## src/rtl/fbtu_pkg.sv

```systemverilog
// ----------------------------------------------------------------------------
// fbtu_pkg
// Shared constants and the code-to-character map of the five-bit text
// unpacker.
// ----------------------------------------------------------------------------
package fbtu_pkg;

    localparam int unsigned CODE_BITS  = 5;
    localparam int unsigned BYTE_BITS  = 8;
    localparam int unsigned LEFT_BITS  = 4;
    localparam int unsigned LEFT_CNT_W = 3;
    localparam int unsigned ACC_BITS   = LEFT_BITS + BYTE_BITS;
    localparam int unsigned TOTAL_W    = 4;

    typedef logic [CODE_BITS-1:0] code_t;
    typedef logic [BYTE_BITS-1:0] char_t;

    localparam code_t ESCAPE_CODE  = 5'd31;
    localparam code_t LAST_LETTER  = 5'd25;
    localparam code_t CODE_SPACE   = 5'd26;
    localparam code_t CODE_NEWLINE = 5'd27;
    localparam code_t CODE_PERIOD  = 5'd28;
    localparam code_t CODE_COMMA   = 5'd29;

    localparam char_t CHAR_A       = 8'h61;
    localparam char_t CHAR_SPACE   = 8'h20;
    localparam char_t CHAR_NEWLINE = 8'h0A;
    localparam char_t CHAR_PERIOD  = 8'h2E;
    localparam char_t CHAR_COMMA   = 8'h2C;
    localparam char_t CHAR_QUEST   = 8'h3F;
    localparam char_t SHIFT_DELTA  = 8'h20;

    function automatic char_t map_code(input code_t code);
        char_t ch;
        if (code <= LAST_LETTER) begin
            ch = CHAR_A + char_t'(code);
        end else if (code == CODE_SPACE) begin
            ch = CHAR_SPACE;
        end else if (code == CODE_NEWLINE) begin
            ch = CHAR_NEWLINE;
        end else if (code == CODE_PERIOD) begin
            ch = CHAR_PERIOD;
        end else if (code == CODE_COMMA) begin
            ch = CHAR_COMMA;
        end else begin
            ch = CHAR_QUEST;
        end
        return ch;
    endfunction

endpackage

```

## src/rtl/five_bit_text_unpacker.sv

```systemverilog
// Five-bit text unpacker. Each accepted byte is split most significant bit
// first into 5-bit codes, with up to four leftover bits carried into the next
// byte, and each completed code but code 31 becomes one character; code 31
// shifts the following code to its uppercase form. A byte yields zero, one or
// two characters, and m_last marks the final one of its byte. The single
// result channel drains the two-entry result register, so a byte that yields
// two characters holds off the next byte until only its second one remains.
// A byte passes through the input register and the result register before its
// first character reaches the port. Leftover bits at the end of a stream are
// dropped.
// ----------------------------------------------------------------------------
// five_bit_text_unpacker
// Unpacks 5-bit codes from a byte stream into character bytes.
// ----------------------------------------------------------------------------
module five_bit_text_unpacker (
    input  logic                 aclk,
    input  logic                 aresetn,
    input  logic                 s_valid,
    output logic                 s_ready,
    input  fbtu_pkg::char_t      s_data_byte,
    output logic                 m_valid,
    input  logic                 m_ready,
    output fbtu_pkg::char_t      m_character,
    output logic                 m_last
);
    import fbtu_pkg::*;

    // Input register.
    logic                  in_valid_reg;
    char_t                 in_data_reg;

    // Decode state.
    logic [LEFT_BITS-1:0]  left_bits_reg,  left_bits_next;
    logic [LEFT_CNT_W-1:0] left_cnt_reg,   left_cnt_next;
    logic                  shift_reg,      shift_next;

    // Result register: res0 is always the character on the port.
    char_t                 res0_reg, res0_next;
    char_t                 res1_reg, res1_next;
    logic [1:0]            res_cnt_reg, res_cnt_next;

    logic                  res_free;
    logic                  move;

    logic [ACC_BITS-1:0]   acc;
    logic [TOTAL_W-1:0]    total;
    logic [TOTAL_W-1:0]    remain;
    logic [TOTAL_W-1:0]    sh1;
    logic [TOTAL_W-1:0]    sh2;
    logic                  two_codes;
    code_t                 code1, code2;
    logic                  emit1, emit2;
    logic                  shift_mid;
    char_t                 ch1, ch2;
    logic [LEFT_BITS-1:0]  left_mask;

    assign res_free = (res_cnt_reg == 2'd0) || ((res_cnt_reg == 2'd1) && m_ready);
    assign move     = in_valid_reg && res_free;
    assign s_ready  = !in_valid_reg || move;

    assign m_valid     = (res_cnt_reg != 2'd0);
    assign m_last      = (res_cnt_reg == 2'd1);
    assign m_character = res0_reg;

    always_comb begin
        acc       = {left_bits_reg, in_data_reg};
        total     = TOTAL_W'(left_cnt_reg) + TOTAL_W'(BYTE_BITS);
        two_codes = (total >= TOTAL_W'(2 * CODE_BITS));
        sh1       = total - TOTAL_W'(CODE_BITS);
        sh2       = two_codes ? (total - TOTAL_W'(2 * CODE_BITS)) : '0;
        code1     = code_t'(acc >> sh1);
        code2     = code_t'(acc >> sh2);
        remain    = two_codes ? sh2 : sh1;

        // A code emits unless it is the escape; an escaped escape cancels the shift.
        emit1     = (code1 != ESCAPE_CODE);
        ch1       = map_code(code1) - (shift_reg ? SHIFT_DELTA : '0);
        shift_mid = (code1 == ESCAPE_CODE) && !shift_reg;

        emit2     = two_codes && (code2 != ESCAPE_CODE);
        ch2       = map_code(code2) - (shift_mid ? SHIFT_DELTA : '0);
        shift_next = two_codes ? ((code2 == ESCAPE_CODE) && !shift_mid) : shift_mid;

        left_mask      = LEFT_BITS'((5'd1 << remain) - 5'd1);
        left_bits_next = acc[LEFT_BITS-1:0] & left_mask;
        left_cnt_next  = remain[LEFT_CNT_W-1:0];
    end

    always_comb begin
        res0_next    = res0_reg;
        res1_next    = res1_reg;
        res_cnt_next = res_cnt_reg;
        if (move) begin
            res_cnt_next = 2'(emit1) + 2'(emit2);
            res0_next    = emit1 ? ch1 : ch2;
            res1_next    = ch2;
        end else if (m_valid && m_ready) begin
            res_cnt_next = res_cnt_reg - 2'd1;
            res0_next    = res1_reg;
        end
    end

    always_ff @(posedge aclk) begin
        if (!aresetn) begin
            in_valid_reg  <= 1'b0;
            left_bits_reg <= '0;
            left_cnt_reg  <= '0;
            shift_reg     <= 1'b0;
            res_cnt_reg   <= 2'd0;
        end else begin
            if (s_valid && s_ready) begin
                in_valid_reg <= 1'b1;
            end else if (move) begin
                in_valid_reg <= 1'b0;
            end
            if (move) begin
                left_bits_reg <= left_bits_next;
                left_cnt_reg  <= left_cnt_next;
                shift_reg     <= shift_next;
            end
            res_cnt_reg <= res_cnt_next;
        end
    end

    always_ff @(posedge aclk) begin
        if (s_valid && s_ready) begin
            in_data_reg <= s_data_byte;
        end
        res0_reg <= res0_next;
        res1_reg <= res1_next;
    end

endmodule

```

## config.mk

```make
export PLATFORM = sky130hd
export DESIGN_NAME = five_bit_text_unpacker
export DESIGN_NICKNAME = d
export VERILOG_FILES = /design/src/rtl/fbtu_pkg.sv /design/src/rtl/five_bit_text_unpacker.sv
export SDC_FILE = /design/constraint.sdc
export NUM_CORES = 1
export LEC_CHECK = 0
export BUFFER_PORTS_ARGS = -buffer_cell sky130_fd_sc_hd__buf_2
export CORE_MARGIN = 1.5
export CORE_UTILIZATION = 55
export CTS_BUF_LIST = sky130_fd_sc_hd__clkbuf_2
export CTS_CLUSTER_DIAMETER = 30
export CTS_CLUSTER_SIZE = 20
export DETAILED_ROUTE_END_ITERATION = 8
export GPL_TIMING_DRIVEN = 0
export PLACE_DENSITY_LB_ADDON = 0.08
export RECOVER_POWER = 25
export SLEW_MARGIN = 20
export SYNTH_ARGS = -nofsm -noshare
export SYNTH_HDL_FRONTEND = slang
export SYNTH_SLANG_ARGS = --single-unit
```

## constraint.sdc

```tcl
create_clock -name aclk -period 6.66 [get_ports aclk]
set_input_delay 1.332 -clock aclk [delete_from_list [all_inputs] [get_ports aclk]]
set_output_delay 1.332 -clock aclk [all_outputs]
set_load 0.01 [all_outputs]
```

==> flow_summary.toml, run 1 <==
[hold_path]
worst_hold_path.num_cells = 1
holdCritPathClass = "reg -> reg"
hp-start = "res_cnt_reg[1]"
whs_endpoint = "res_cnt_reg[1]"

[finish]
fin_nets = 402
syn2layout_area_growth_pct = 8.59
instances_no_fill = 437
antennaDiodeCount = 0
drive_gt1_frac = 0.178
fillers = 496
utilization = 0.619

[clock_tree]
cts_tree = "built"
hold_buffers = 0
cts.sinks = 35
cts-root-buf = "clkbuf_2"
path_clk_slew_ns = 0.20
post_cts_buffers = 0
cts_buffer_depth = 2
cts.repair.resized = 0
h-tree-depth = 2
insertion_delay_ns = 0.40
cts_buffers = 5

[grt]
grt_usage = 0.254
gr-total-overflow = 0
grt_pass1_wl_um = 12200
grt_pass1_vias = 2494
antenna_found_initial = 0
grt_max_degree = 18

[drt]
route.detailed.drc = 0
dr_wl_met3_um = 285
via_per_inst = 6.05
dr_wl_met2_um = 3450
wl_per_cell_um = 16.7
drt.antenna.violating_nets = 0
drt-met1-wl_um = 3480
vias = 2644
first_pass_iters = 4
drtIter0Drc = 136
dr.max_layer_used = "met4"
wirelength_um = 7280

[worst_setup_path]
reg2reg_depth = 21
critical_path_class = "reg -> reg"
r2r_slack_ns = 1.51
cp.required_ns = 6.91
cp.arrival_ns = 5.40
endpoint_kind = "flop"
startpoint_type = "flop"
timing.rr.end = "m_character[6]"
critPathMaxFanout = 9
timing.rr.start = "left_cnt_reg[0]"

[floorplanning]
core_um2 = 5470
rows = 27
fp.dieH_um = 78.3
die_area_um2 = 6130
dieWidth_um = 78.3
ios = 23
start_util = 0.570

[sta]
max_freq_ghz = 0.194
fin_ws_ns = 1.51
finalMaxSlewViolations = 0
period_minus_slack_ns = 5.15
finalSetupViolCount = 0
rsz0062_at_grt = "no"
relSlewSlack = 0.446
finClkSkew_ns = 0.0175
worstMarginPinSlew_ns = 0.831
setup_tns_ns = 0
hold_viol = 0
period_share = 0.773

[power]
leakagePower_nw = 1.38
vdd_ir_drop_max_uv = 231
pwr_density_cell_nw_per_um2 = 357

[synthesis]
synth_seq_cells = 35
synthArstFlopShare = 0
synth_top_area_frac = 0.231
synth_fp_nets = 373
netlist_top_cells_area = "edfxtp_1 23%, ha_1 10%, dfxtp_1 7.1%"
ys_seq_area_frac = 0.302
ys_types = 65
syn-cell-area_um2 = 3120
post-synth-top-area-cell = "edfxtp_1"
synthCells = 335
synth_ff_type = "edfxtp_1"
synth_edf_count = 24
ys_warn_count = 0
avgSynthCellArea_um2 = 9.31

[status]
outcome = "finished clean"

[place]
place_congestion = 0.926
hpwl_um = 5520
dp.cells = 429
dp_slack_ns = 1.65
port_buffers = 22

[job]
drv_cap = 0
cell usage in the layout, fill, tap and decap left out, types with 6 or more instances in the layout:
cell type	n
a21oi_1	18
buf_2	27
clkbuf_1	11
dfxtp_1	11
edfxtp_1	24
ha_1	26
inv_1	22
mux2_2	6
mux2i_1	20
mux4_2	8
nand2_1	42
nand3_1	11
nor2_1	18
o21ai_0	13
power breakdown:
part,switching (W),internal [W],leakage (nW)
Clock,0.0000811,0.0000636,0.0429
Combinational,0.000447,0.000303,1.03
Sequential,0.0000258,0.000287,0.314
layout make-up:
type	instances	area, um2	area share
Multi-Input combinational cell	259	2000	0.592
Sequential cell	35	941	0.278
Timing Repair Buffer	22	109	0.0322
Tap cell	72	90.1	0.0266
Buffer	18	86.3	0.0255
Inverter	23	86.3	0.0255
Clock inverter	3	43.8	0.0129
Clock buffer	5	25.0	0.00739
worst max path at each step:
| stage | slack [ns] | from | endpoint |
|---|---|---|---|
| 2_1_floorplan | 2.44 | left_cnt_reg[0] | m_character[4] |
| 3_3_place_gp | 1.60 | left_cnt_reg[1] | m_character[6] |
| 3_5_place_dp | 1.65 | left_cnt_reg[0] | m_character[6] |
| 4_1_cts | 1.59 | left_cnt_reg[0] | m_character[6] |
| 5_1_grt | 1.07 | left_cnt_reg[0] | m_character[6] |
| 6_report | 1.51 | left_cnt_reg[0] | m_character[6] |
cell usage after synthesis (5+ instances only):
master and n:
nor3_1 5, dfxtp_1 11, mux2_2 7, mux2i_1 20, nand3_1 11, nand2_1 42
a21oi_1 18, edfxtp_1 24, ha_1 26, nor2_1 18, o211a_1 5, inv_1 22
nor4_1 5, mux4_2 8, nor2b_1 5, buf_2 6, clkbuf_1 10, o21ai_0 13
critical path: stages (launching register included):
cell,delay (ns)
dfxtp_1,0.39
buf_4,0.17
inv_1,0.23
ha_1,0.28
nor2b_1,0.41
nor2_2,0.17
inv_2,0.18
ha_1,0.17
buf_2,0.23
mux2i_1,0.41
nor4_1,0.10
a31o_2,0.23
a211oi_2,0.36
inv_1,0.12
ha_1,0.26
a21o_1,0.24
nor4_1,0.34
ha_1,0.20
ha_1,0.22
inv_1,0.07
a21oi_1,0.06
o21ai_0,0.16
metrics by stage:
stage | instance area, um2 | hold slack (ns) | total power (W)
2_1_floorplan | 3120 | 0.465 | 0.000890
3_3_place_gp | 3320 | 0.485 | 0.00105
3_5_place_dp | 3320 | 0.491 | 0.00106
4_1_cts | 3390 | 0.529 | 0.00120
5_1_grt | 3390 | 0.561 | 0.00130
6_report | 3390 | 0.528 | 0.00121
per-layer routing:
metal | vias to the layer above | global-route usage
met4 | 0 | 0.0732
met3 | 7 | 0.0372
met2 | 64 | 0.420
li1 | 1311 | -
met1 | 1262 | 0.345
met5 | - | 0
kinds of logic (layout without fill, tap and decap cells):
family | count (synthesis) | in the layout | share of synthesized area
AND/OR/NAND/NOR | 111 | 111 | 0.176
AO/OA/AOI/OAI | 81 | 81 | 0.193
buffers and inverters | 41 | 71 | 0.0554
multiplexers | 36 | 36 | 0.156
flip-flops | 35 | 35 | 0.302
adder cells (fa/ha/maj) | 26 | 26 | 0.104
XOR/XNOR | 5 | 5 | 0.0140
(Power assumes the default switching activity.)
==> inputs of run 2 (changes only) <==
==> constraint.sdc (replaced) <==
create_clock -name aclk -period 4.3 [get_ports aclk]
set_input_delay 0.86 -clock aclk [delete_from_list [all_inputs] [get_ports aclk]]
set_output_delay 0.86 -clock aclk [all_outputs]
set_load 0.01 [all_outputs]
==> run 2 against run 1 <==
Setup slack lost 1.3 ns. Final cell count grew 2.1%. Critical path depth shrank 3. Die area is the same. Combinational power grew 69%. Hold slack gained 0.0039 ns. Final area grew 5.6%. Sequential power grew 56%. Critical path type unchanged. Highest routed layer unchanged.
==> flow_summary.toml, run 2 (synthesized netlist as in run 1, its figures left out) <==
[status]
outcome = "finished clean"

[power]
fin_total_pwr_w = 0.00199
pwr_density_cell_nw_per_um2 = 555
leakagePower_nw = 1.45
vdd_ir_drop_max_uv = 358

[worst_setup_path]
r2r_slack_ns = 0.18
critPathMaxFanout = 9
path_cells = "buf_4, clkinvlp_4, ha_2, nor2b_4, nor2_4, inv_4, ha_1, buf_6, mux2i_4, nor4_2, a31o_2, a211oi_4, inv_1, ha_1, a21o_1, a21oi_4, mux2_2, o221a_2"
endpoint_kind = "flop"
cp.required_ns = 4.50
timing.rr.end = "m_character[4]"
cpPeakStageDelay_ns = 0.40
timing.rr.start = "left_cnt_reg[0]"
reg2reg_depth = 18
crit_path_start = "left_cnt_reg[0]"
critical_path_class = "reg -> reg"
endpoint = "m_character[4]"
startpoint_type = "flop"
cpMaxStageDelayCell = "mux2_2"
cp.arrival_ns = 4.32
crit_top_cell = "ha_1"

[finish]
antennaDiodeCount = 0
syn2layout_area_growth_pct = 14.7
final_area_um2 = 3580
seq_area_um2 = 946
fin_nets = 411
drive_gt1_frac = 0.257
final_cell_mix = "42 x nand2_1, 26 x buf_2, 24 x ha_1, 24 x edfxtp_1"
multiInputGateArea_um2 = 2090
fillers = 479
final_common_cell = "nand2_1"

[drt]
vias = 2700
wirelength_um = 7620
first_pass_iters = 6
drtIter0Drc = 133
route.detailed.drc = 0
wl_per_cell_um = 17.1
drt.antenna.violating_nets = 0
via_per_inst = 6.05

[grt]
grt_pass1_vias = 2583
grt_pass1_wl_um = 12600
grt_max_degree = 18
grt_usage = 0.263
gr-total-overflow = 0
antenna_found_initial = 0

[place]
port_buffers = 22
dpl_cell_area_um2 = 3320
place_congestion = 0.926
hpwl_um = 5520

[floorplanning]
dieWidth_um = 78.3
start_util = 0.570
rows = 27
ios = 23
core_um2 = 5470
die_area_um2 = 6130
fp.dieH_um = 78.3

[sta]
worstMarginPinSlew_ns = 0.817
relSlewSlack = 0.456
period_minus_slack_ns = 4.12
hold_viol = 0
setup_tns_ns = 0
rsz0062_at_grt = "yes"
finalSetupViolCount = 0
max_freq_ghz = 0.243
period_share = 0.958
finClkSkew_ns = 0.0184
finalMaxSlewViolations = 0

[clock_tree]
path_clk_slew_ns = 0.22
h-tree-depth = 2
cts.sinks = 35
cts_tree = "built"
cts_buffer_depth = 2
cts-root-buf = "clkbuf_2"
cts_buffers = 5
insertion_delay_ns = 0.40
hold_buffers = 0

[job]
drv_cap = 0

[hold_path]
holdCritPathClass = "reg -> reg"
-- run 2: changes by cell type in the layout (fill, tap and decap cells not counted), moves of 2 or more --
cell	change
buf_4	+10
inv_1	-4
mux2i_1	-4
clkbuf_1	-3
mux2i_2	+3
clkinvlp_4	+2
dfxtp_1	-2
ha_1	-2
ha_2	+2
inv_4	+2
nor4_1	-2
-- run 2: metrics by stage --
step / hold WS (ns) / instances / setup slack [ns] / util
2_1_floorplan: 0.465 / 335 / 0.0773 / -
3_3_place_gp: 0.485 / 429 / -0.761 / 0.606
3_5_place_dp: 0.491 / 429 / -0.707 / 0.606
4_1_cts: 0.529 / 441 / 0.0272 / 0.639
5_1_grt: 0.561 / 446 / -0.0395 / 0.653
6_report: 0.532 / 446 / 0.179 / 0.653
-- run 2: critical path: cells and delay by family, from the launching register on --
kind / cells / cell delay (ns)
muxes: 2 / 0.70
AOI/OAI and AO/OA: 5 / 1.19
DFF: 1 / 0.36
and+or+nand+nor: 3 / 0.39
buffers and inverters: 5 / 0.60
adders and majority gates: 3 / 0.66
-- run 2: final cells by class --
cell class,instances,share of cell area
Timing Repair Buffer,32,0.0518
Multi-Input combinational cell,259,0.586
Inverter,23,0.0276
Clock inverter,3,0.0122
Sequential cell,35,0.265
Clock buffer,5,0.00700
Buffer,17,0.0259
Tap cell,72,0.0252
-- run 2: repair_timing --
action	4_1_cts	5_1_grt
resized for setup	20	13
buffers inserted	4	6
pin swaps	3	4
hold endpoints to repair	0	0
setup endpoints to repair	19	13
-- run 2: worst min path at each step --
stage / startpoint / end / slack (ns) / cells past startpoint
floorplan: res_cnt_reg[0] / res_cnt_reg[0] / 0.46 / 2
global placement: res_cnt_reg[1] / res_cnt_reg[1] / 0.48 / 1
detailed placement: res_cnt_reg[1] / res_cnt_reg[1] / 0.49 / 1
CTS: res_cnt_reg[0] / res_cnt_reg[0] / 0.53 / 2
global route: res_cnt_reg[1] / res_cnt_reg[1] / 0.56 / 1
finish: res_cnt_reg[1] / res_cnt_reg[1] / 0.53 / 1
-- run 2: power by group --
group	switching, W	leakage [nW]	internal [W]
combinational	0.000741	1.09	0.000533
sequential	0.0000409	0.315	0.000446
clock	0.000126	0.0429	0.0000985
-- run 2: routing by layer --
metal  global-route usage  part of all wire  up-vias
met2                0.441              0.49       81
met4               0.0750            0.0072        0
met1                0.355              0.46     1281
li1                     -                 -     1333
met5                    0                 0        -
met3               0.0372             0.045        5
==> inputs of run 3 (changes only) <==
--- a/config.mk
+++ b/config.mk
@@ -6,8 +6,10 @@
 export NUM_CORES = 1
 export LEC_CHECK = 0
 export BUFFER_PORTS_ARGS = -buffer_cell sky130_fd_sc_hd__buf_2
+export CELL_PAD_IN_SITES_DETAIL_PLACEMENT = 0
+export CELL_PAD_IN_SITES_GLOBAL_PLACEMENT = 1
 export CORE_MARGIN = 1.5
-export CORE_UTILIZATION = 55
+export CORE_UTILIZATION = 44
 export CTS_BUF_LIST = sky130_fd_sc_hd__clkbuf_2
 export CTS_CLUSTER_DIAMETER = 30
 export CTS_CLUSTER_SIZE = 20
==> run 3 against run 2 <==
Combinational power about the same. Final area rose by 1.2%. Critical endpoint unchanged. Highest routed layer unchanged. Clock skew rose by 0.016 ns.
==> flow_summary.toml, run 3 (synthesized netlist as in run 1, its figures left out) <==
[floorplanning]
rows = 30
core_um2 = 6830
fp.dieH_um = 87.2
ios = 23
dieWidth_um = 87.2
start_util = 0.456
die_area_um2 = 7600

[place]
dp.cells = 453
hpwl_um = 6000
port_buffers = 22
dpl_cell_area_um2 = 3350
place_congestion = 0.895

[clock_tree]
cts-root-buf = "clkbuf_2"
cts_tree = "built"
cts_buffer_depth = 2
hold_buffers = 0
path_clk_slew_ns = 0.22
cts_buffers = 5
cts.sinks = 35
h-tree-depth = 2
insertion_delay_ns = 0.40

[grt]
grt_max_degree = 18
grt_usage = 0.218
grt_pass1_wl_um = 12800
antenna_found_initial = 0
grt_pass1_vias = 2541
gr-total-overflow = 0

[hold_path]
worst_hold_path.num_cells = 2
holdCritPathClass = "reg -> reg"
hp-start = "res_cnt_reg[0]"

[sta]
period_minus_slack_ns = 4.10
worstMarginPinSlew_ns = 0.859
rsz0062_at_grt = "no"
max_freq_ghz = 0.244
hold_slack_ns = 0.512
finalMaxSlewViolations = 0
relSlewSlack = 0.427
period_share = 0.953
finalSetupViolCount = 0
finClkSkew_ns = 0.0346
hold_viol = 0

[finish]
antennaDiodeCount = 0
final_area_um2 = 3620
utilization = 0.530
fillers = 672
instances_no_fill = 471
fin_nets = 412
syn2layout_area_growth_pct = 16.1
drive_gt1_frac = 0.267
final_common_cell = "nand2_1"
final_cell_mix = "42 x nand2_1, 26 x buf_2, 24 x edfxtp_1"

[drt]
vias = 2692
first_pass_iters = 4
drtIter0Drc = 141
wl_per_cell_um = 16.9
route.detailed.drc = 0
via_per_inst = 5.72
wirelength_um = 7980
drt.antenna.violating_nets = 0

[power]
pwr_density_cell_nw_per_um2 = 550
leakagePower_nw = 1.45
power.share.clock = 0.112
power.switching_w = 0.000909
p_seq_frac = 0.244
vdd_ir_drop_max_uv = 309
p_sw_frac = 0.457
fin_total_pwr_w = 0.00199
pwr-share-comb = 0.644
p_int_w = 0.00108

[job]
drv_cap = 0

[worst_setup_path]
cp.required_ns = 4.50
timing.rr.start = "left_cnt_reg[2]"
endpoint_kind = "flop"
crit_path_start = "left_cnt_reg[2]"
critical_path_class = "reg -> reg"
reg2reg_depth = 19
critPathMaxFanout = 9
startpoint_type = "flop"
cp.arrival_ns = 4.30
r2r_slack_ns = 0.20

[status]
outcome = "finished clean"
-- run 3: worst paths after layout --
kind / end
hold / removal: res_cnt_reg[0]
hold reg to reg: res_cnt_reg[0]
setup / recovery: m_character[4]
setup reg to reg: m_character[4]
-- run 3: critical path, stage by stage (launching register included) --
cell and delay (ns):
dfxtp_2 0.39, buf_6 0.14, inv_1 0.05, ha_1 0.17
buf_4 0.16, inv_2 0.12, nor2_4 0.07, inv_4 0.10
ha_1 0.17, buf_6 0.16, mux2i_4 0.30, nor4_2 0.08
a31o_2 0.24, a211oi_4 0.25, inv_1 0.11, ha_1 0.26
a21o_1 0.24, a21oi_4 0.24, mux2_2 0.40, o221a_2 0.26
-- run 3: layer usage --
| metal | GRT usage | vias up | share of wire |
|---|---|---|---|
| li1 | - | 1326 | - |
| met4 | 0.0620 | 0 | 0.016 |
| met1 | 0.300 | 1291 | 0.47 |
| met3 | 0.0256 | 12 | 0.042 |
| met5 | 0 | - | 0 |
| met2 | 0.361 | 63 | 0.47 |
-- run 3: final cells by class --
type,instances,area [um2],share of cell area
clock buffer,5,25.0,0.00691
multi-input combinational,259,2100,0.580
sequential,35,950,0.262
tap,96,120,0.0332
buffer,17,92.6,0.0256
timing repair buffer,33,193,0.0532
clock inverter,3,43.8,0.0121
inverter,23,96.3,0.0266
-- run 3: timing repair --
item | 4_1_cts | 5_1_grt
gates resized for setup | 15 | 24
pin swaps | 4 | 6
endpoints found under the setup margin | 19 | 15
cloned | 0 | 0
setup buffers | 6 | 5
-- run 3: power groups by stage --
stage                     clock network (W)  registers [W]  logic (W)
after global routing               0.000242       0.000492    0.00141
after global placement                    0       0.000492    0.00116
after CTS                          0.000227       0.000488    0.00122
after detailed placement                  0       0.000495    0.00116
final                              0.000222       0.000486    0.00128
after floorplan                           0       0.000490   0.000889
-- run 3: through the flow --
stage	TNS (ns)	setup WS [ns]
5_1_grt	0	0.00352
2_1_floorplan	0	0.0773
6_report	0	0.201
4_1_cts	-0.0286	-0.0202
3_3_place_gp	-10.99	-0.861
3_5_place_dp	-10.24	-0.808
